## config.mk

```make
export PLATFORM = sky130hd
export DESIGN_NAME = tqs_cancel_set
export DESIGN_NICKNAME = d
export VERILOG_FILES = /design/src/design/assert_macros.svh /design/src/design/tqs_pkg.sv /design/src/design/tqs_cancel_set.sv
export SDC_FILE = /design/constraint.sdc
export NUM_CORES = 1
export LEC_CHECK = 0
export ABC_AREA = 1
export ABC_CLOCK_PERIOD_IN_PS = 6100
export BUFFER_PORTS_ARGS = -buffer_cell sky130_fd_sc_hd__buf_2
export CAP_MARGIN = 40
export CELL_PAD_IN_SITES_DETAIL_PLACEMENT = 0
export CELL_PAD_IN_SITES_GLOBAL_PLACEMENT = 1
export CORE_UTILIZATION = 51
export DETAILED_ROUTE_END_ITERATION = 10
export GPL_TIMING_DRIVEN = 0
export MAX_ROUTING_LAYER = met4
export PLACE_DENSITY = 0.75
export SLEW_MARGIN = 20
export SYNTH_ARGS = -nofsm -noshare
export SYNTH_HDL_FRONTEND = slang
export SYNTH_SLANG_ARGS = --single-unit
```

## constraint.sdc

```tcl
create_clock -name clk -period 6.1 [get_ports clk]
set_input_delay 0.61 -clock clk [delete_from_list [all_inputs] [get_ports clk]]
set_output_delay 0.61 -clock clk [all_outputs]
set_load 0.02 [all_outputs]
```

## src/design/assert_macros.svh

```systemverilog
// shared assertion macros
`ifndef ASSERT_MACROS_SVH
`define ASSERT_MACROS_SVH

// condition holds at every clock edge out of reset
`define TQS_ASSERT_ALWAYS(lbl, clk, rst_n, cond) \
	lbl: assert property (@(posedge clk) disable iff (!rst_n) (cond)) \
		else $error("assertion failed");

// antecedent implies consequent in the same cycle
`define TQS_ASSERT_IMPL(lbl, clk, rst_n, ante, cons) \
	lbl: assert property (@(posedge clk) disable iff (!rst_n) (ante) |-> (cons)) \
		else $error("assertion failed");

// antecedent implies consequent in the next cycle
`define TQS_ASSERT_NEXT(lbl, clk, rst_n, ante, cons) \
	lbl: assert property (@(posedge clk) disable iff (!rst_n) (ante) |=> (cons)) \
		else $error("assertion failed");

`endif

```

## src/design/tqs_pkg.sv

```systemverilog
package tqs_pkg;

	// field widths
	localparam int TIME_W = 48;
	localparam int ID_W = 32;
	localparam int TO_W = 32;

	// most fired timers reported per tick
	localparam int MAX_RESULTS = 16;
	localparam int CNT_W = $clog2(MAX_RESULTS + 1);

	// input word kinds
	typedef enum logic [1:0] {
		KIND_POST_ONCE   = 2'd0,
		KIND_POST_REPEAT = 2'd1,
		KIND_CANCEL      = 2'd2,
		KIND_TICK        = 2'd3
	} kind_t;

	// result status codes
	typedef enum logic [2:0] {
		ST_POSTED     = 3'd0,
		ST_QUEUE_FULL = 3'd1,
		ST_CANCEL_REC = 3'd2,
		ST_CANCEL_FULL = 3'd3,
		ST_FIRED      = 3'd4
	} status_t;

	typedef struct packed {
		logic [1:0]      kind;
		logic [TO_W-1:0] timeout;
		logic [ID_W-1:0] cancel_id;
	} req_word_t;

	typedef struct packed {
		logic [2:0]      status;
		logic [ID_W-1:0] timer_number;
		logic            last;
	} rsp_word_t;

	// one timer as held by a chain cell
	typedef struct packed {
		logic              valid;
		logic [TIME_W-1:0] deadline;
		logic [ID_W-1:0]   id;
		logic [TO_W-1:0]   interval;
	} entry_t;

	// chain operations, applied to every cell at once
	typedef enum logic [1:0] {
		OP_HOLD   = 2'd0,
		OP_INSERT = 2'd1,
		OP_POP    = 2'd2
	} chain_op_t;

	typedef struct packed {
		logic add;
		logic clr;
	} cset_ctl_t;

	typedef struct packed {
		logic hit;
		logic full;
	} cset_sts_t;

endpackage

```

## src/design/tqs_cancel_set.sv

```systemverilog
module tqs_cancel_set #(
	parameter int CANCEL_DEPTH = 8
) (
	input  logic                    clk,
	input  logic                    arst_n,
	input  logic [tqs_pkg::ID_W-1:0] key,
	input  tqs_pkg::cset_ctl_t      ctl,
	output tqs_pkg::cset_sts_t      sts
);

	logic [CANCEL_DEPTH-1:0]    vld_q;
	logic [tqs_pkg::ID_W-1:0]   id_q [CANCEL_DEPTH];
	logic [CANCEL_DEPTH-1:0]    match;
	logic [CANCEL_DEPTH-1:0]    first_free;

	// parallel compare of all entries
	always_comb begin
		for (int i = 0; i < CANCEL_DEPTH; i++)
			match[i] = vld_q[i] && (id_q[i] == key);
	end

	// lowest free entry, one-hot
	always_comb begin
		logic seen;
		seen = 1'b0;
		for (int i = 0; i < CANCEL_DEPTH; i++) begin
			first_free[i] = !vld_q[i] && !seen;
			seen = seen || !vld_q[i];
		end
	end

	assign sts.hit = |match;
	assign sts.full = &vld_q;

	always_ff @(posedge clk or negedge arst_n) begin
		if (!arst_n)
			vld_q <= '0;
		else if (ctl.clr)
			vld_q <= vld_q & ~match;
		else if (ctl.add)
			vld_q <= vld_q | first_free;
	end

	always_ff @(posedge clk) begin
		for (int i = 0; i < CANCEL_DEPTH; i++)
			if (ctl.add && first_free[i])
				id_q[i] <= key;
	end

endmodule
```

# Word level (Yosys, flattened, before mapping)
# Memory sizes are Yosys's and may differ from the RTL's.
# Cells that the tools add are included.
[classes] n_eq_ne=8 muxes=39 n_bitwise=3 n_reduce_logical=53
[op_table] cell="32-bit equality test" count=8
[op_table] cell="32-bit 2-to-1 mux" count=7
[op_table] cell="32-bit OR reduction" count=7
[op_table] cell="1-bit logical AND" count=23
[op_table] cell="1-bit 2-to-1 mux" count=23
[op_table] cell="3-bit 2-to-1 mux" count=7
[op_table] cell="8-bit 2-to-1 mux" count=2
[op_table] cell="1-bit zero test" count=14
[op_table] cell="8-bit bitwise AND" count=1
[op_table] cell="8-bit inverter" count=1
[op_table] cell="8-bit bitwise OR" count=1
[op_table] cell="8-bit AND reduction" count=1
[op_table] cell="8-bit OR reduction" count=1
[op_table] cell="1-bit logical OR" count=6
[op_table] cell="2-bit nonzero test" count=1
[word_totals] regBits=8 mem_bits_rw=256 out_inout_bits=2 word_cells=105 n_memories=1
[mem_list] name="id_q" depth=8 width=32 read_ports=8 rd_clocked_by_memory_dff=0 write_ports=1 line="tqs_cancel_set.sv:12" rtl="logic [tqs_pkg::ID_W-1:0] id_q [CANCEL_DEPTH];"

# Logic depth before layout (Yosys ltp)
# Gate-level depths: netlist of run 1.
[logic_depth] word_depth=14 ltp_mapped=12 depth_no_buf=11

# Worst setup path before layout of run 1
# OpenSTA, ideal clock, no wires.
[synth_timing] path_kind="input to register" start="input port ctl[1] (netlist name)" end="memory id_q[1][64] (netlist name), enable pin" setup_time_ns=0.502 arrival_ns=3.777 required_time_ns=5.598 setup_slack_ns=1.821 cell_stages=2 path_cell_list="inv_2 > nor4_1"
[synth_between] elab_chain_cells=11 word_cells_on_any_way=45
[synth_rtl] element="from (decl)" line="tqs_cancel_set.sv:7" rtl="input tqs_pkg::cset_ctl_t ctl,"
[synth_rtl] element="1-bit logical AND" line="tqs_cancel_set.sv:46" rtl="if (ctl.add && first_free[i])"
[synth_rtl] element="1-bit 2-to-1 mux" line="tqs_cancel_set.sv:46"
[synth_rtl] element="1-bit 2-to-1 mux (not written as such)" line="tqs_cancel_set.sv:47" rtl="id_q[i] <= key;"
[synth_rtl] element="32-bit OR reduction (no line)"
[synth_rtl] element="3-bit 2-to-1 mux (no line) or 1-bit 2-to-1 mux (tied branches) (7 in series)"
[synth_rtl] element="to (decl)" line="tqs_cancel_set.sv:12"
# Parallel ways exist; a longest one is shown, timed or not.

==> impl_metrics.tcl, run 1 <==
set metrics [dict create \
    status "finished clean" \
    drive_gt1_share_pct 15.8 \
    grt_max_degree 18 \
    slew_violations 0 \
    hold_ws_ns 0.360 \
    grt-busiest-layer "met2" \
    dr.pass1.iters 4 \
    synth_nets 1002 \
    grtUsageTotal_pct 19.8 \
    rsz0062_at_grt "false" \
    p_leak_nw 4.87 \
    fin_setup_tns_ns 0 \
    hpwl_um 16400 \
    drc_errors 0 \
    cts_buffers 28 \
    pre_cts_slack_ns 3.28 \
    start_util_pct 52.3 \
    end_kind "output pin" \
    synth_top_cell_by_area "edfxtp_1" \
    crit_type "register to output pin" \
    hold_viol_final 0 \
    netlist_area_um2 12000 \
    vias 6526 \
    wire_per_inst_um 15.9 \
    power_mw 3.85 \
    finalSetupViolations 0 \
    final_antenna_net_count 0 \
    ys_seq_area_share_pct 66.0 \
    critPathLaunchType "register" \
    vias_per_cell 4.65 \
    cp.required_ns 5.49 \
    synth-warning-count 0 \
    clock_skew_ns 0.00727 \
    worst-path-max-fanout 2 \
    min_path_type "primary input to register" \
    fin_crit_ns 2.79 \
    postPlaceCellArea_um2 12900 \
    cts_setup_buffers 0 \
    chipWidth_um 155 \
    grt_use_met1_pct 25.0 \
    final_common_cell "nand2_1" \
    grt.met2_usage_pct 33.6 \
    cts-root-buf "clkbuf_16" \
    avgSynthCellArea_um2 12.4 \
    drt_iter0_markers 310 \
    fin_ws_ns 3.31 \
    grt_pass1_wl_um 34200 \
    dieArea_um2 24100 \
    cts_tree "done" \
    synthToLayoutAreaGrowth_pct 15.5 \
    fmax_ghz 0.359 \
    netlist.area_leader.share_pct 64.3 \
    grt_pass1_vias 6372 \
    grt_overflow_total 0 \
    worst_pin_slew_ns 0.730 \
    rows 55 \
    core_region_area_um2 22800 \
    use_met3_pct 2.70 \
    vdd_drop_max_mv 0.266 \
    cp_data_arrival_time_ns 2.18 \
    fin_area_um2 13800 \
    ios 38 \
    n_antenna_cell 0 \
    synth_cell_types 21 \
    clkSinkCount 264 \
    antenna_found_initial 0 \
    cts-resized-gates 0 \
    layout_common_cells "nand2_1 (265), edfxtp_1 (256), xnor2_1 (225), nor2_1 (82), inv_1 (44)" \
    synth.area.top_cells "edfxtp_1 (64%), xnor2_1 (16%), nand2_1 (8.3%)" \
    fin_crit_sh_pct 45.7 \
    clk_transition_reported_paths_ns 0.06 \
    io_buffers 36 \
    drv_cap 0 \
    powerDensity_nw_per_um2 279 \
    nets 1105 \
    netlist_instances 966 \
    place_congestion 0.788 \
    clk_path_buf_depth 3 \
    fill_cells 1825 \
    relSlewSlack_pct 51.2 \
    h-tree-depth 1 \
    insertion_delay_ns 0.54 \
    die_y_um 155 \
    drt_wl_total_um 22300 \
    ys_ff_latch 264 \
]
[flip-flops by register name (all words and copies together) (netlist names)]
register and count:
id_q 256, vld_q 8
[worst paths after layout]
| path | start | endpoint | slack, ns | cells after the start |
|---|---|---|---|---|
| min in group asynchronous | arst_n | vld_q[6] | 0.48 | 2 |
| setup reg to reg | vld_q[0] | id_q[1][125] | 3.62 | 9 |
| max in group asynchronous | arst_n | vld_q[1] | 5.44 | 2 |
| hold / removal | key[3] | id_q[1][3] | 0.36 | 1 |
| hold reg to reg | vld_q[6] | vld_q[6] | 0.55 | 2 |
| setup / recovery | id_q[1][69] | sts[1] | 3.31 | 10 |
[cells in the mapped netlist]
library cell,n
nor3_2,1
nand2_2,1
nor2_2,7
nand3_2,1
nand3_1,16
nor3_1,6
buf_4,4
xnor2_1,225
buf_2,1
clkinv_2,2
buf_6,28
nor4_1,1
edfxtp_1,256
clkinv_4,1
nor2_1,83
nand2_1,265
inv_1,44
dfrtp_1,8
o21ai_0,1
inv_2,9
o21ai_1,6
[report_power, final]
part	total [mW]	leakage [nW]	switching [mW]	internal, mW
Clock	1.65	0.433	0.663	0.988
Sequential	1.99	2.37	0.0000151	1.99
Combinational	0.210	2.07	0.118	0.0916
[cells by family after synthesis]
family / share of synthesized area, %
AOI/OAI and AO/OA: 0.293
xor gates and xnor gates: 16.5
and+or+nand+nor: 12.5
DFF: 66.0
buffers and inverters: 4.75
[stage by stage]
step / instances / util (%)
detailed placement: 1350 / 56.5
CTS: 1401 / 60.4
global route: 1402 / 60.4
finish: 1402 / 60.4
global placement: 1315 / 54.8
floorplan: 966 / -
[critical path, cell delays in order (launching register included)]
cell and delay, ns:
edfxtp_1 0.37, xnor2_1 0.23, nand2_1 0.09, nor2_1 0.19, nand2_1 0.08, nor2_1 0.19
nand3_1 0.09, nand2_1 0.08, nor2_1 0.04, nand2_1 0.10, buf_2 0.18
[routing by layer]
metal	wire length [um]	share of wire (%)	vias to the layer above
met5	0	0	-
met4	535	2.4	0
met3	758	3.4	36
met2	11200	50	92
met1	9750	44	3040
li1	-	-	3358
[area by class of cell]
| cell class | instances | area, um^2 | share of cell area (%) |
|---|---|---|---|
| tap | 313 | 392 | 2.84 |
| clock inverter | 14 | 140 | 1.01 |
| inverter | 56 | 218 | 1.58 |
| buffer | 33 | 350 | 2.54 |
| multi-input combinational | 613 | 3540 | 25.7 |
| clock buffer | 36 | 752 | 5.45 |
| sequential | 264 | 7890 | 57.1 |
| timing repair buffer | 73 | 528 | 3.82 |
[repair_timing]
| item | 4_1_cts | 5_1_grt |
|---|---|---|
| endpoints found under the hold margin | 8 | 0 |
| hold buffers | 1 | 0 |
| endpoints found under the setup margin | 0 | 0 |
Power figures use the tool's default switching activity.
==> run 2: changes to the inputs <==
--- a/config.mk
+++ b/config.mk
@@ -6,7 +6,7 @@
 export NUM_CORES = 1
 export LEC_CHECK = 0
 export ABC_AREA = 1
-export ABC_CLOCK_PERIOD_IN_PS = 6100
+export ABC_CLOCK_PERIOD_IN_PS = 2600
 export BUFFER_PORTS_ARGS = -buffer_cell sky130_fd_sc_hd__buf_2
 export CAP_MARGIN = 40
 export CELL_PAD_IN_SITES_DETAIL_PLACEMENT = 0
==> constraint.sdc (replaced) <==
create_clock -name clk -period 2.6 [get_ports clk]
set_input_delay 0.26 -clock clk [delete_from_list [all_inputs] [get_ports clk]]
set_output_delay 0.26 -clock clk [all_outputs]
set_load 0.02 [all_outputs]
==> run 2 against run 1 <==
- hold slack lost 0.34 ns
- clock skew rose by 0.0016 ns
- via count is 0.72% lower
- final area about the same
- sequential share of layout area hardly changed
- utilization hardly changed
==> impl_metrics.tcl, run 2 (synthesis results as in run 1) <==
set metrics [dict create \
    cts-root-buf "clkbuf_16" \
    grt_use_met1_pct 25.9 \
    cp_data_arrival_time_ns 2.20 \
    critPathLaunchType "register" \
    worst-path-max-fanout 6 \
    grt-busiest-layer "met2" \
    grtUsageTotal_pct 20.2 \
    drt_wl_total_um 22200 \
    hpwl_um 16000 \
    rows 55 \
    die_y_um 155 \
    cts_setup_buffers 0 \
    swShare_pct 20.5 \
    crit_top_cell "nor2_2" \
    dp_cells 1335 \
    reg2reg_slack_ns 0.26 \
    power_mw 9.00 \
    nets 1090 \
    final_common_cell "nand2_1" \
    chipWidth_um 155 \
    relSlewSlack_pct 45.9 \
    worst_path_largest_cell_delay_ns 0.49 \
    synthToLayoutAreaGrowth_pct 15.6 \
    critPathSlowestCell "dfrtp_1" \
    worst_pin_slew_ns 0.806 \
    drc_errors 0 \
    p_int_mw 7.15 \
    cts_tree "done" \
    power.switching_mw 1.84 \
    hold_path_end "id_q[1][65]" \
    hold_ws_ns 0.0184 \
    drt_iter0_markers 294 \
    core_region_area_um2 22800 \
    fin_crit_sh_pct 94.8 \
    grt_pass1_wl_um 35200 \
    regMostFlops "id_q" \
    clk_transition_reported_paths_ns 0.06 \
    seqPwrFrac_pct 51.8 \
    p_leak_nw 4.81 \
    clock_skew_ns 0.00884 \
    p_comb_share_pct 5.5 \
    reg_top3 "id_q (256), vld_q (8)" \
    pre_cts_slack_ns 0.228 \
    vdd_drop_max_mv 0.694 \
    hold_viol_final 0 \
    h-tree-depth 1 \
    slew_violations 0 \
    min_path_type "primary input to register" \
    clk_path_buf_depth 3 \
    start_util_pct 52.3 \
    end_kind "output pin" \
    vias_per_cell 4.66 \
    vias 6479 \
    grt.met2_usage_pct 33.9 \
    drv_cap 0 \
    fin_area_um2 13800 \
    crit_type "register to output pin" \
    rsz0062_at_grt "false" \
    io_buffers 36 \
    ios 38 \
    final_antenna_net_count 0 \
    grt_pass1_vias 6633 \
    clkSinkCount 264 \
    dieArea_um2 24100 \
    drive_gt1_share_pct 15.2 \
    status "finished clean" \
    hp-start "key[1]" \
    finalSetupViolations 0 \
    reg2reg_from "vld_q[0]" \
    cts_buffers 29 \
    fin_ws_ns 0.136 \
    powerDensity_nw_per_um2 651 \
    dr.pass1.iters 4 \
    fin_cells 1389 \
    r2r_cells 6 \
    antenna_found_initial 0 \
    place_congestion 0.764 \
    grt_overflow_total 0 \
    layout_common_cells "nand2_1 (265), edfxtp_1 (256), xnor2_1 (225), nor2_1 (76), inv_1 (44)" \
    regToRegEndpoint "id_q[1][85]" \
    wire_per_inst_um 16.0 \
    crit_buf_inv 1 \
    path_delay_family "simple AND/OR/NAND/NOR gates" \
    cp.required_ns 2.34 \
    fin_crit_ns 2.46 \
    clockPowerShare_pct 42.7 \
    insertion_delay_ns 0.53 \
    largest_reg_flops 256 \
    use_met3_pct 2.81 \
    worstPathCellList "nand3_2 -> nor2_2 -> nand2_2 -> nor2_2 -> nand2_1 -> nor2_1 -> buf_2" \
    whs_path_depth 1 \
    postPlaceCellArea_um2 12900 \
    grt_max_degree 21 \
    n_antenna_cell 0 \
    fmax_ghz 0.406 \
]
-- run 2: changes by cell type in the layout (fill, tap and decap cells not counted), sizes merged --
cell    before  now
buf        105   89
clkbuf      36   41
bufinv       3    2
clkinv      13   12
-- run 2: routing by layer --
layer / part of all wire, % / vias up
met5: 0 / -
met4: 1.8 / 0
met3: 3.8 / 37
met2: 49 / 98
met1: 46 / 3019
li1: - / 3325
-- run 2: layout make-up --
type / count / area [um^2]
Fill cell: 1893 / 9030
Sequential cell: 264 / 7890
Multi-Input combinational cell: 613 / 3600
Clock buffer: 41 / 781
Timing Repair Buffer: 57 / 477
Tap cell: 313 / 392
Buffer: 33 / 350
Inverter: 56 / 218
Clock inverter: 12 / 109
-- run 2: how the worst max path moves through the flow --
stage	startpoint	cells past startpoint	endpoint	slack, ns
detailed placement	vld_q[0]	6	id_q[1][85]	0.23
CTS	id_q[1][37]	10	sts[1]	0.08
floorplan	vld_q[1]	4	id_q[1][64]	-0.34
global route	id_q[1][39]	10	sts[1]	0.001
finish	vld_q[0]	7	sts[0]	0.14
global placement	vld_q[0]	4	id_q[1][81]	-2.16
-- run 2: timing repair --
action,in CTS,in global routing
endpoints found under the hold margin,8,0
hold buffers,1,0
resized for setup,0,6
endpoints found under the setup margin,0,1
-- run 2: power by group through the flow --
| stage | Clock (mW) | Combinational, mW | Sequential, mW |
|---|---|---|---|
| after floorplan | 0 | 0.347 | 4.75 |
| final | 3.84 | 0.497 | 4.66 |
| after global routing | 4.05 | 0.553 | 4.66 |
| after detailed placement | 0 | 0.503 | 4.75 |
| after CTS | 3.91 | 0.507 | 4.66 |
| after global placement | 0 | 0.494 | 4.75 |
-- run 2: stage by stage --
| stage | setup TNS (ns) | utilization, % |
|---|---|---|
| floorplan | -11.12 | - |
| global placement | -280.48 | 55.0 |
| detailed placement | 0 | 56.5 |
| CTS | 0 | 60.4 |
| global route | 0 | 60.5 |
| finish | 0 | 60.5 |
-- run 2: worst register-to-register path: cells and delay by family (launching register included) --
family | cells | cell delay (ns)
buffers and inverters | 2 | 0.47
AND/OR/NAND/NOR | 4 | 1.08
flip-flops | 1 | 0.49
