`config.mk`:
```
export PLATFORM = sky130hd
export DESIGN_NAME = tqs_cell
export DESIGN_NICKNAME = d
export VERILOG_FILES = /design/src/design/assert_macros.svh /design/src/design/tqs_pkg.sv /design/src/design/tqs_cell.sv
export SDC_FILE = /design/constraint.sdc
export NUM_CORES = 1
export LEC_CHECK = 0
export BUFFER_PORTS_ARGS = -buffer_cell sky130_fd_sc_hd__buf_4
export CORE_AREA = 2 2 176 178
export DETAILED_ROUTE_END_ITERATION = 12
export DIE_AREA = 0 0 178 180
export SYNTH_ARGS = -nofsm -noshare
export SYNTH_HDL_FRONTEND = slang
export SYNTH_SLANG_ARGS = --single-unit
```
`constraint.sdc`:
```
create_clock -name clk -period 5.9 [get_ports clk]
set_clock_uncertainty 0.1 [all_clocks]
set_input_delay 0.295 -clock clk [delete_from_list [all_inputs] [get_ports clk]]
set_output_delay 0.295 -clock clk [all_outputs]
set_load 0.1 [all_outputs]
```
`src/design/assert_macros.svh`:
```
// shared assertion macros
`ifndef ASSERT_MACROS_SVH
`define ASSERT_MACROS_SVH

// condition holds at every clock edge out of reset
`define TQS_ASSERT_ALWAYS(lbl, clk, rst_n, cond) \
	lbl: assert property (@(posedge clk) disable iff (!rst_n) (cond)) \
		else $error("assertion failed");

// antecedent implies consequent in the same cycle
`define TQS_ASSERT_IMPL(lbl, clk, rst_n, ante, cons) \
	lbl: assert property (@(posedge clk) disable iff (!rst_n) (ante) |-> (cons)) \
		else $error("assertion failed");

// antecedent implies consequent in the next cycle
`define TQS_ASSERT_NEXT(lbl, clk, rst_n, ante, cons) \
	lbl: assert property (@(posedge clk) disable iff (!rst_n) (ante) |=> (cons)) \
		else $error("assertion failed");

`endif

```
`src/design/tqs_pkg.sv`:
```
package tqs_pkg;

	// field widths
	localparam int TIME_W = 48;
	localparam int ID_W = 32;
	localparam int TO_W = 32;

	// most fired timers reported per tick
	localparam int MAX_RESULTS = 16;
	localparam int CNT_W = $clog2(MAX_RESULTS + 1);

	// input word kinds
	typedef enum logic [1:0] {
		KIND_POST_ONCE   = 2'd0,
		KIND_POST_REPEAT = 2'd1,
		KIND_CANCEL      = 2'd2,
		KIND_TICK        = 2'd3
	} kind_t;

	// result status codes
	typedef enum logic [2:0] {
		ST_POSTED     = 3'd0,
		ST_QUEUE_FULL = 3'd1,
		ST_CANCEL_REC = 3'd2,
		ST_CANCEL_FULL = 3'd3,
		ST_FIRED      = 3'd4
	} status_t;

	typedef struct packed {
		logic [1:0]      kind;
		logic [TO_W-1:0] timeout;
		logic [ID_W-1:0] cancel_id;
	} req_word_t;

	typedef struct packed {
		logic [2:0]      status;
		logic [ID_W-1:0] timer_number;
		logic            last;
	} rsp_word_t;

	// one timer as held by a chain cell
	typedef struct packed {
		logic              valid;
		logic [TIME_W-1:0] deadline;
		logic [ID_W-1:0]   id;
		logic [TO_W-1:0]   interval;
	} entry_t;

	// chain operations, applied to every cell at once
	typedef enum logic [1:0] {
		OP_HOLD   = 2'd0,
		OP_INSERT = 2'd1,
		OP_POP    = 2'd2
	} chain_op_t;

	typedef struct packed {
		logic add;
		logic clr;
	} cset_ctl_t;

	typedef struct packed {
		logic hit;
		logic full;
	} cset_sts_t;

endpackage

```
`src/design/tqs_cell.sv`:
```
module tqs_cell (
	input  logic                clk,
	input  logic                arst_n,
	input  tqs_pkg::chain_op_t  op,
	input  tqs_pkg::entry_t     new_entry,
	input  tqs_pkg::entry_t     left,
	input  tqs_pkg::entry_t     right,
	input  logic                left_ahead,
	output tqs_pkg::entry_t     entry,
	output logic                ahead
);

	logic                      valid_q;
	logic [tqs_pkg::TIME_W-1:0] deadline_q;
	logic [tqs_pkg::ID_W-1:0]   id_q;
	logic [tqs_pkg::TO_W-1:0]   interval_q;
	tqs_pkg::entry_t           nxt;

	assign entry = '{valid: valid_q, deadline: deadline_q, id: id_q, interval: interval_q};

	// this cell stays ahead of the new timer
	assign ahead = valid_q && (!new_entry.valid || deadline_q < new_entry.deadline ||
		(deadline_q == new_entry.deadline && id_q < new_entry.id));

	// next content from self, new timer or a neighbor
	always_comb begin
		nxt = entry;
		case (op)
			tqs_pkg::OP_INSERT: begin
				if (ahead)
					nxt = entry;
				else if (left_ahead)
					nxt = new_entry;
				else
					nxt = left;
			end
			tqs_pkg::OP_POP: nxt = right;
			default: nxt = entry;
		endcase
	end

	always_ff @(posedge clk or negedge arst_n) begin
		if (!arst_n)
			valid_q <= 1'b0;
		else
			valid_q <= nxt.valid;
	end

	always_ff @(posedge clk) begin
		deadline_q <= nxt.deadline;
		id_q <= nxt.id;
		interval_q <= nxt.interval;
	end

endmodule

```
=== Word level (Yosys, flattened, before mapping) ===
Cells that the tools add are included.

* Flip-flop bits (word level): 113
* Bits of input ports: 344
* Output and inout port bits: 114
* Logic and storage cells: 20

* Order comparisons: 2
* Equality and inequality tests: 4
* Muxes and demuxes: 3
* Reductions and logical operators: 7

{| class="wikitable"
|+ Operators with widths
! cell !! number
|-
| 113-bit two-way mux || 2
|-
| 113-bit one-hot mux with 2 select lines || 1
|-
| 48-bit equality test || 1
|-
| 48-bit less-than comparator || 1
|-
| 32-bit less-than comparator || 1
|-
| 2-bit by 1-bit equality test with 1-bit output (second input constant) || 1
|-
| 2-bit equality test (second input constant) || 1
|-
| 1-bit logical AND || 2
|-
| 1-bit logical OR || 2
|-
| 2-bit inequality test (second input constant) || 1
|-
| 2-bit AND reduction || 1
|-
| 2-bit nonzero test || 1
|-
| 1-bit logical NOT || 1
|}

=== Logic depth before layout (Yosys ltp) ===
Gate-level depths: netlist (run 1).

* Depth after elaboration: 6
* Mapped depth: 9
* Depth with buffers taken out: 9

=== Worst setup path after synthesis (run 1) ===
OpenSTA, ideal clock, no wires.

* Kind: reg-to-reg
* From: reg deadline_q[39] in the netlist's numbering
* To: reg deadline_q[0] in the netlist's numbering (enable)
* Library setup time: 491 ps
* Data arrival time: 5011 ps
* Data required time: 5309 ps
* Slack: 298 ps
* Cell stages (with the launch flop): 9
* Path buffers: 0
* Clock period less this slack: 5602 ps
* Cell sequence: edfxtp_1 > ha_1 > nand4_2 > nor4_4 > nand3_1 > a31oi_1 > a211oi_2 > a31oi_2 > o31a_1

* Longest elaborated chain between the ends: 6
* Elaborated cells between the ends (all ways): 8
* Those cells by class: order compare: 1; eq/ne: 2; reduce/logical: 5

{| class="wikitable"
|+ RTL lines
! item !! RTL line !! text
|-
| from (decl) || tqs_cell.sv:14 || <nowiki>logic [tqs_pkg::TIME_W-1:0] deadline_q;</nowiki>
|-
| from (signal assigned) || tqs_cell.sv:50 || <nowiki>deadline_q <= nxt.deadline;</nowiki>
|-
| 48-bit less-than comparator or 48-bit equality test (tied branches) || tqs_cell.sv:22, tqs_cell.sv:23 ||
|-
| 1-bit logical OR or 1-bit logical AND (tied branches) || tqs_cell.sv:22, tqs_cell.sv:23 ||
|-
| 1-bit logical OR * || tqs_cell.sv:22 || <nowiki>assign ahead = valid_q && (!new_entry.valid || deadline_q < new_entry.deadline ||</nowiki>
|-
| 1-bit logical AND * || tqs_cell.sv:22 ||
|-
| 2-bit inequality test (no source line) * || n/a ||
|-
| 2-bit AND reduction (no source line) * || n/a ||
|}

Mark *: on every way between the ends. The rest lies on a longest branch, timed or not.
A chain may end at the register's enable or synchronous reset.

=== Worst setup path after layout (run 1) ===
* From: reg deadline_q[14] in the netlist's numbering
* To: reg id_q[7] in the netlist's numbering (enable)

* Longest elaborated chain between the ends: 6
* Elaborated cells between the ends (all ways): 8
* Those cells by class: order compare: 1; eq/ne: 2; reduce/logical: 5

{| class="wikitable"
|+ RTL lines
! item !! RTL line !! text
|-
| 48-bit less-than comparator or 48-bit equality test (tied branches) || tqs_cell.sv:22, tqs_cell.sv:23 ||
|-
| 1-bit logical OR or 1-bit logical AND (tied branches) || tqs_cell.sv:22, tqs_cell.sv:23 ||
|-
| 1-bit logical OR * || tqs_cell.sv:22 ||
|-
| 1-bit logical AND * || tqs_cell.sv:22 ||
|-
| 2-bit inequality test (no source line) * || n/a ||
|-
| 2-bit AND reduction (no source line) * || n/a ||
|-
| to (signal assigned) || tqs_cell.sv:51 || <nowiki>id_q <= nxt.id;</nowiki>
|-
| to (decl) || tqs_cell.sv:15 || <nowiki>logic [tqs_pkg::ID_W-1:0] id_q;</nowiki>
|}

Marked as above.

==> results of run 1 <==
Yosys cell counts, drive strengths merged:
cell type / number / area, um2
nor2b: 5 / 31.3
clkbuf: 17 / 63.8
a31oi: 2 / 18.8
buf: 22 / 108
a221oi: 4 / 41.3
edfxtp: 112 / 3360
a21o: 8 / 61.3
and2: 1 / 7.51
dfrtp: 1 / 25.0
o31ai: 2 / 15.0
inv: 82 / 308
nor3: 3 / 26.3
and4: 3 / 28.8
o31a: 1 / 8.76
xor2: 1 / 8.76
and4b: 1 / 10.0
o211a: 1 / 10.0
nor2: 8 / 30.0
o22ai: 1 / 6.26
nor3b: 1 / 7.51
mux2i: 114 / 1140
nand2b: 2 / 15.0
a211oi: 3 / 27.5
nand4: 14 / 115
ha: 79 / 988
and4bb: 1 / 12.5
nand3: 4 / 20.0
nor4: 3 / 33.8
a21oi: 29 / 145
or2: 1 / 6.26
nand3b: 1 / 7.51
nand2: 130 / 488
o21ai: 128 / 644
cell type report:
class	instances	area, um2	area share
Antenna cell	1	2.50	0.000204
Clock buffer	18	429	0.0351
Clock inverter	14	165	0.0135
Inverter	82	308	0.0251
Multi-Input combinational cell	551	3970	0.324
Sequential cell	113	3390	0.277
Tap cell	396	495	0.0405
Timing Repair Buffer	462	3490	0.285
sequential cells by signal, indices dropped and copies added, names as in the netlist:
| signal | count |
|---|---|
| interval_q | 32 |
| deadline_q | 48 |
| id_q | 32 |
| valid_q | 1 |
power breakdown:
group	switching (W)	internal (W)	total, W
Sequential	0.0000507	0.00102	0.00107
Clock	0.000400	0.000663	0.00106
Combinational	0.000968	0.000399	0.00137
what timing repair did:
action,4_1_cts,5_1_grt
resized for setup,0,0
hold buffers,1,0
endpoints found under the hold margin,1,0
path summary, 6_finish.rpt:
check,startpoint,endpoint,slack [ns]
worst max-delay path,deadline_q[14],id_q[7],2.62
worst min-delay path,right[12],interval_q[12],0.06
worst max register to register,deadline_q[14],id_q[7],2.62
worst min register to register,valid_q,valid_q,0.63
max in group asynchronous,arst_n,valid_q,5.42
min in group asynchronous,arst_n,valid_q,0.19
layer usage:
metal  up-vias  global-route usage  part of all wire
li1       3702                   -                 -
met1      3278               0.190              0.40
met2       301               0.302              0.49
met3        17              0.0594             0.093
met4         0              0.0357             0.012
met5         -                   0                 0
per-stage QoR:
stage	cell area [um2]	std cells	hold WS, ns	power [W]
2_1_floorplan	7820	785	-0.101	0.00203
3_3_place_gp	11600	1603	-0.0257	0.00245
3_5_place_dp	11600	1603	-0.0232	0.00246
4_1_cts	12200	1636	0.0357	0.00354
5_1_grt	12200	1636	0.0472	0.00365
6_report	12200	1637	0.0570	0.00350
kinds of logic after synthesis:
group	share of synthesized area
AO/OA/AOI/OAI	0.125
XOR/XNOR	0.00112
adder cells (fa/ha/maj)	0.126
buffers and inverters	0.0613
flip-flops	0.433
multiplexers	0.146
AND/OR/NAND/NOR	0.107
critical path, stage by stage, from the launching register on:
cell and delay, ns:
edfxtp_1 0.41, ha_1 0.34, nand4_1 0.14, nor4_1 0.45, o21ai_1 0.14, a31oi_1 0.19
a211oi_2 0.07, a31oi_2 0.20, o31a_2 0.18, buf_4 0.60
==> results.cfg, run 1 <==
[die]
rows = 64
ioPinCount = 458
core_um2 = 30200
dieArea_um2 = 32000
fp.dieW_um = 178
chipHeight_um = 180
start_util = 0.259

[routing]
vias = 7298
drc_errors = 0
routed_via_density = 4.46
wl_per_cell_um = 17.2
ant_nets = 0
first_iter_violations = 264
wl_um = 28200
drtPass1Iterations = 4

[timing]
maxSlewHeadroom = 0.342
worst_pin_slew_ns = 0.987
fmax_mhz = 305
setup_ws_ns = 2.62
period_share = 0.556
setup-violations-final = 0
tns_ns = 0
fin_crit_ns = 3.28
rsz0062_at_grt = no
hold_viol = 0
slew_viol_final = 0

[global_routing]
grt_pass1_wl_um = 41200
grt_overflow = 0
grt_max_degree = 225
grt.total_usage = 0.168
first_global_vias = 7416
antenna_found_initial = 1

[logic_synthesis]
ys_warn_count = 0
synth_cell_type_count = 47
syn_area_um2 = 7820
syn-num-nets = 1208
syn_inst = 785
synth_seq_area_share = 0.433
ys_ff_latch = 113
avgSynthCellArea_um2 = 9.97

[worst_setup_path]
crit_arrival_ns = 3.21
start_kind = register
worstPathRequired_ns = 5.83
r2r_cells = 9
worstPathMaxFanout = 57
setup.worst_path.end_class = register
path_class = register to register

[power]
powerDensity_nw_per_um2 = 286
leakage_nw = 5.91
ir_worst_vdd_mv = 0.124

[clock_tree]
cts_setup_buffers = 0
htree_levels = 4
root_buffer = clkbuf_16
clock_sinks = 113
cts_buffers = 17
clk_latency_ns = 0.41
path_clk_slew_ns = 0.06
clk_path_buf_depth = 2
cts_tree = done

[layout]
final_cell_mix = 459 x buf_4, 130 x nand2_1, 123 x o21ai_0, 114 x mux2i_1, 112 x edfxtp_1
area_delta_synth_final_pct = 56.5
mostFrequentLayoutCell = buf_4
final_nets = 1650
n_fill_cell = 3013
drive_above_1_share = 0.408
post-route-util = 0.405

[placement]
dp_hpwl_um = 22900
numPortBuffers = 457
place_congestion = 0.831
dpl_worst_slack_ns = 2.58

[worst_hold_path]
min_path_type = input port to register
hold_depth = 3

[status]
outcome = finished, final reports clean

[job]
maxCapViolations = 0
(Power assumes the default switching activity.)
==> run 2: changes to the inputs <==
Clock period 5.9 ns to 3.43 ns, I/O delays scaled along.
==> run 2 against run 1 <==
Against the previous run:
- highest routed layer unchanged
- cell count grew 7.3%
- global-route usage grew 1.2 points
- register-to-register slack lost 2.3 ns
- count of clock-buffer cells in the layout grew 1
- hold slack lost 0.039 ns
- sequential share of layout area shrank 2.8 points
- die area is the same
- largest cell class is now non-clock buffers
- maximum frequency grew 4.4%
- routed wire length grew 6.0%
- setup slack lost 2.3 ns
==> results.cfg, run 2 (synthesized netlist as in run 1, its figures left out) <==
[routing]
wl_met2_um = 15400
dr.max_layer_used = met4
first_iter_violations = 238
wl_met1_um = 11600
wl_um = 29900
drc_errors = 0
ant_nets = 0
route.met3.wl_um = 2290
routed_via_density = 4.51
wl_per_cell_um = 17.0
drtPass1Iterations = 4
vias = 7914

[placement]
dp_hpwl_um = 23500
dp_cells = 1608
place_congestion = 0.862
numPortBuffers = 457

[layout]
mostFrequentLayoutCell = buf_4
area_delta_synth_final_pct = 73.8
top_register = deadline_q
drive_above_1_share = 0.381
final_nets = 1768
reg_top3 = deadline_q x48, id_q x32, interval_q x32
final_cell_mix = 459 x buf_4, 130 x nand2_1, 123 x o21ai_0, 114 x mux2i_1, 114 x dlygate4sd3_1
largest_reg_flops = 48
final_cells = 1756

[die]
rows = 64
ioPinCount = 458
fp.dieW_um = 178
dieArea_um2 = 32000
chipHeight_um = 180
start_util = 0.259
core_um2 = 30200

[worst_hold_path]
min_path_type = input port to register

[global_routing]
antenna_found_initial = 2
grt_pass1_wl_um = 44200
grt_overflow = 0
grt_max_degree = 87
grt.total_usage = 0.180
first_global_vias = 8111

[clock_tree]
clk_latency_ns = 0.41
clock_sinks = 113
cts_tree = done
root_buffer = clkbuf_16
cts_buffers = 17
htree_levels = 4
cts_setup_buffers = 0
clk_path_buf_depth = 2
path_clk_slew_ns = 0.06

[timing]
maxSlewHeadroom = 0.545
fmax_mhz = 318
setup-violations-final = 0
worst_pin_slew_ns = 0.682
slew_viol_final = 0
rsz0062_at_grt = no
hold_viol = 0
period_share = 0.917
whs_ns = 0.0177
fin_crit_ns = 3.15

[worst_setup_path]
crit_arrival_ns = 3.12
r2r_slack_ns = 0.28
worstPathRequired_ns = 3.40
start_kind = register
setup.worst_path.end_class = register
worstPathMaxFanout = 53
path_class = register to register

[job]
maxCapViolations = 0

[power]
leakage_nw = 6.46
p_sw_frac = 0.394
power_frac_comb = 0.397
power.internal_w = 0.00383
netSwitchingPower_w = 0.00250
ir_worst_vdd_mv = 0.268
power_frac_seq = 0.288
powerDensity_nw_per_um2 = 466
clockPowerShare = 0.315

[status]
outcome = finished, final reports clean
run 2: cell types whose count changed in the layout (fill, tap and decap cells not counted), moves of 2 or more:
cell	change
buf_12	+5
bufinv_16	+2
dlygate4sd3_1	+113
ha_1	-5
ha_4	+5
run 2: path summary, 6_finish.rpt:
path | depth (start not counted) | start | endpoint
hold / removal | 3 | left[42] | id_q[10]
setup reg to reg | 9 | deadline_q[35] | id_q[25]
min in group asynchronous | 3 | arst_n | valid_q
setup / recovery | 9 | deadline_q[35] | id_q[25]
max in group asynchronous | 3 | arst_n | valid_q
hold reg to reg | 2 | valid_q | valid_q
run 2: layout make-up:
class                   count  area, um2
well taps                 396        495
diodes                      2       5.00
repair buffers            580       4720
inverters                  82        308
multi-input cells         551       4040
fillers                  2859      16600
flip-flops and latches    113       3390
clock buffers              19        433
clock inverters            13        209
run 2: power by group through the flow:
| stage | registers (W) | clock network [W] | logic, W |
|---|---|---|---|
| after CTS | 0.00183 | 0.00204 | 0.00253 |
| final | 0.00183 | 0.00199 | 0.00251 |
| after floorplan | 0.00292 | 0 | 0.000565 |
| after global placement | 0.00185 | 0 | 0.00241 |
| after detailed placement | 0.00186 | 0 | 0.00241 |
| after global routing | 0.00185 | 0.00210 | 0.00266 |
run 2: stage by stage:
stage               TNS, ns  setup slack (ns)  utilization  cell area (um2)  power [W]
floorplan            -20.05            -0.179            -             7900    0.00349
global placement          0             0.245        0.391            11800    0.00425
detailed placement        0             0.223        0.391            11800    0.00427
CTS                       0             0.194        0.450            13600    0.00640
global route              0            0.0811        0.451            13600    0.00660
finish                    0             0.285        0.451            13600    0.00633
run 2: critical path: stages, from the launching register on:
cell and delay [ns]:
edfxtp_1 0.44, ha_4 0.30, nand4_1 0.16, nor4_4 0.43, nand3_1 0.11, a31oi_1 0.20, a211oi_2 0.06, a31oi_2 0.27
o31a_4 0.37, buf_12 0.31
run 2: metal layers:
metal	global-route usage	vias up
met1	0.198	3618
met2	0.333	315
met3	0.0484	34
li1	-	3947
met4	0.0564	0
met5	0	-
run 2: timing repair:
item	in CTS	in global routing
endpoints found under the hold margin	109	1
resized for setup	0	0
hold buffers	113	1
==> run 3: changes to the inputs <==
Settings changed: GPL_ROUTABILITY_DRIVEN from default to 0, REMOVE_ABC_BUFFERS from default to 1.
==> run 3 against run 2 <==
Against the previous run:
- via count is 0.87% lower
- setup slack improved by 0.053 ns
- maximum frequency is 1.7% higher
- critical path depth up 1
- clock power shrank 8%
- die area unchanged
- count of clock-buffer cells in the layout stayed put
- largest cell class unchanged
- highest routed layer unchanged
==> results.cfg, run 3 (synthesized netlist as in run 1, its figures left out) <==
[status]
outcome = finished, final reports clean

[timing]
rsz0062_at_grt = no
fmax_mhz = 323
hold_viol = 0
fin_crit_ns = 3.09
slew_viol_final = 0
setup-violations-final = 0
worst_pin_slew_ns = 0.767
period_share = 0.902
maxSlewHeadroom = 0.489

[routing]
route.met3.wl_um = 2390
vias = 7845
drc_errors = 0
ant_nets = 0
drtPass1Iterations = 4
wl_met1_um = 11700
routed_via_density = 4.47
wl_met2_um = 16100
first_iter_violations = 291
wl_um = 30700
dr.max_layer_used = met4
wl_per_cell_um = 17.5

[worst_setup_path]
critPathBufInv = 2
critPathMostFrequentCell = buf_4
worstPathMaxFanout = 3
r2r_cells = 9
path_class = register to primary output
r2r_slack_ns = 0.34
worstReg2RegStart = deadline_q[14]
cp_cell_sequence = ha_1, a21oi_1, o21ai_0, a221oi_2, o31ai_1, buf_4, a211oi_2, a31oi_2, nor2_1, buf_4
cp_slowest_stage_delay_ns = 0.39
worstReg2RegEnd = deadline_q[22]
crit_arrival_ns = 2.82
cp_top_family = compound AO/OA/AOI/OAI gates
setup.worst_path.end_class = primary output
start_kind = register
slowest_stage = edfxtp_1
crit_start = deadline_q[27]
worstPathRequired_ns = 3.16

[die]
fp.dieW_um = 178
core_um2 = 30200
ioPinCount = 458
chipHeight_um = 180
rows = 64
dieArea_um2 = 32000
start_util = 0.259

[clock_tree]
cts_buffers = 17
cts_tree = done
path_clk_slew_ns = 0.06
clk_latency_ns = 0.42
root_buffer = clkbuf_16
clock_sinks = 113
clk_path_buf_depth = 2
htree_levels = 4

[layout]
mostFrequentLayoutCell = buf_4
final_cell_mix = 464 x buf_4, 130 x nand2_1, 123 x o21ai_0, 114 x mux2i_1, 112 x edfxtp_1
area_delta_synth_final_pct = 71.4
top_register = deadline_q
final_cells = 1754
final_nets = 1767
post-route-util = 0.444
postLayoutCellArea_um2 = 13400
drive_above_1_share = 0.378
largest_reg_flops = 48
reg_top3 = deadline_q x48, id_q x32, interval_q x32

[power]
leakage_nw = 6.41
clockPowerShare = 0.298
p_sw_frac = 0.403
power_frac_comb = 0.406
ir_worst_vdd_mv = 0.293
netSwitchingPower_w = 0.00248
power.internal_w = 0.00367
powerDensity_nw_per_um2 = 459
power_frac_seq = 0.297

[placement]
numPortBuffers = 457
dp_cells = 1610
dp_hpwl_um = 24000
placed_area_um2 = 11700

[global_routing]
grt_pass1_wl_um = 44900
antenna_found_initial = 1
grt_max_degree = 169
grt.total_usage = 0.184
grt_overflow = 0
first_global_vias = 8260

[worst_hold_path]
hold_path_startpoint = right[62]
min_to = id_q[30]
hold_depth = 3
min_path_type = input port to register

[job]
maxCapViolations = 0
## run 3: worst max-delay path by stage
stage,cells past startpoint,end,slack [ns]
global route,9,deadline_q[44],0.01
finish,10,ahead,0.34
CTS,9,deadline_q[44],0.08
global placement,9,deadline_q[16],0.16
floorplan,2,deadline_q[0],-6.68
detailed placement,9,deadline_q[23],0.1
## run 3: tightest hold or removal path, delay by kind of cell
| kind | cells | cell delay (ns) |
|---|---|---|
| AND/OR/NAND/NOR | 1 | 0.04 |
| AO/OA/AOI/OAI | 1 | 0.09 |
| buffers and inverters | 1 | 0.09 |
## run 3: timing repair
item                                    4_1_cts  5_1_grt
endpoints found under the setup margin        0       47
gates resized for setup                       0        1
hold buffers                                111        0
endpoints found under the hold margin        99        0
buffers inserted                              0        0
## run 3: power groups by stage
stage | Clock (W) | Combinational, W | Sequential (W)
after floorplan | 0 | 0.000514 | 0.00295
after global placement | 0 | 0.00240 | 0.00184
after detailed placement | 0 | 0.00241 | 0.00186
after CTS | 0.00190 | 0.00252 | 0.00183
after global routing | 0.00196 | 0.00265 | 0.00185
final | 0.00183 | 0.00250 | 0.00183
## run 3: layout make-up
type | count | area [um2]
Clock buffer | 19 | 433
Sequential cell | 113 | 3390
Inverter | 82 | 308
Tap cell | 396 | 495
Multi-Input combinational cell | 551 | 3970
Antenna cell | 1 | 2.50
Timing Repair Buffer | 579 | 4660
Fill cell | 2918 | 16800
Clock inverter | 13 | 161
## run 3: layer usage
metal  vias up  global-route usage
met3        32              0.0599
met2       295               0.347
met4         0              0.0416
met1      3580               0.197
met5         -                   0
li1       3938                   -
## run 3: stage by stage
stage	hold WS (ns)	power [W]	TNS, ns	worst slack (ns)
4_1_cts	0.00000749	0.00625	0	0.0826
5_1_grt	0.00581	0.00646	0	0.0100
3_3_place_gp	-0.152	0.00424	0	0.164
3_5_place_dp	-0.151	0.00426	0	0.0998
2_1_floorplan	-0.224	0.00347	-1210.35	-6.68
6_report	0.00651	0.00616	0	0.338
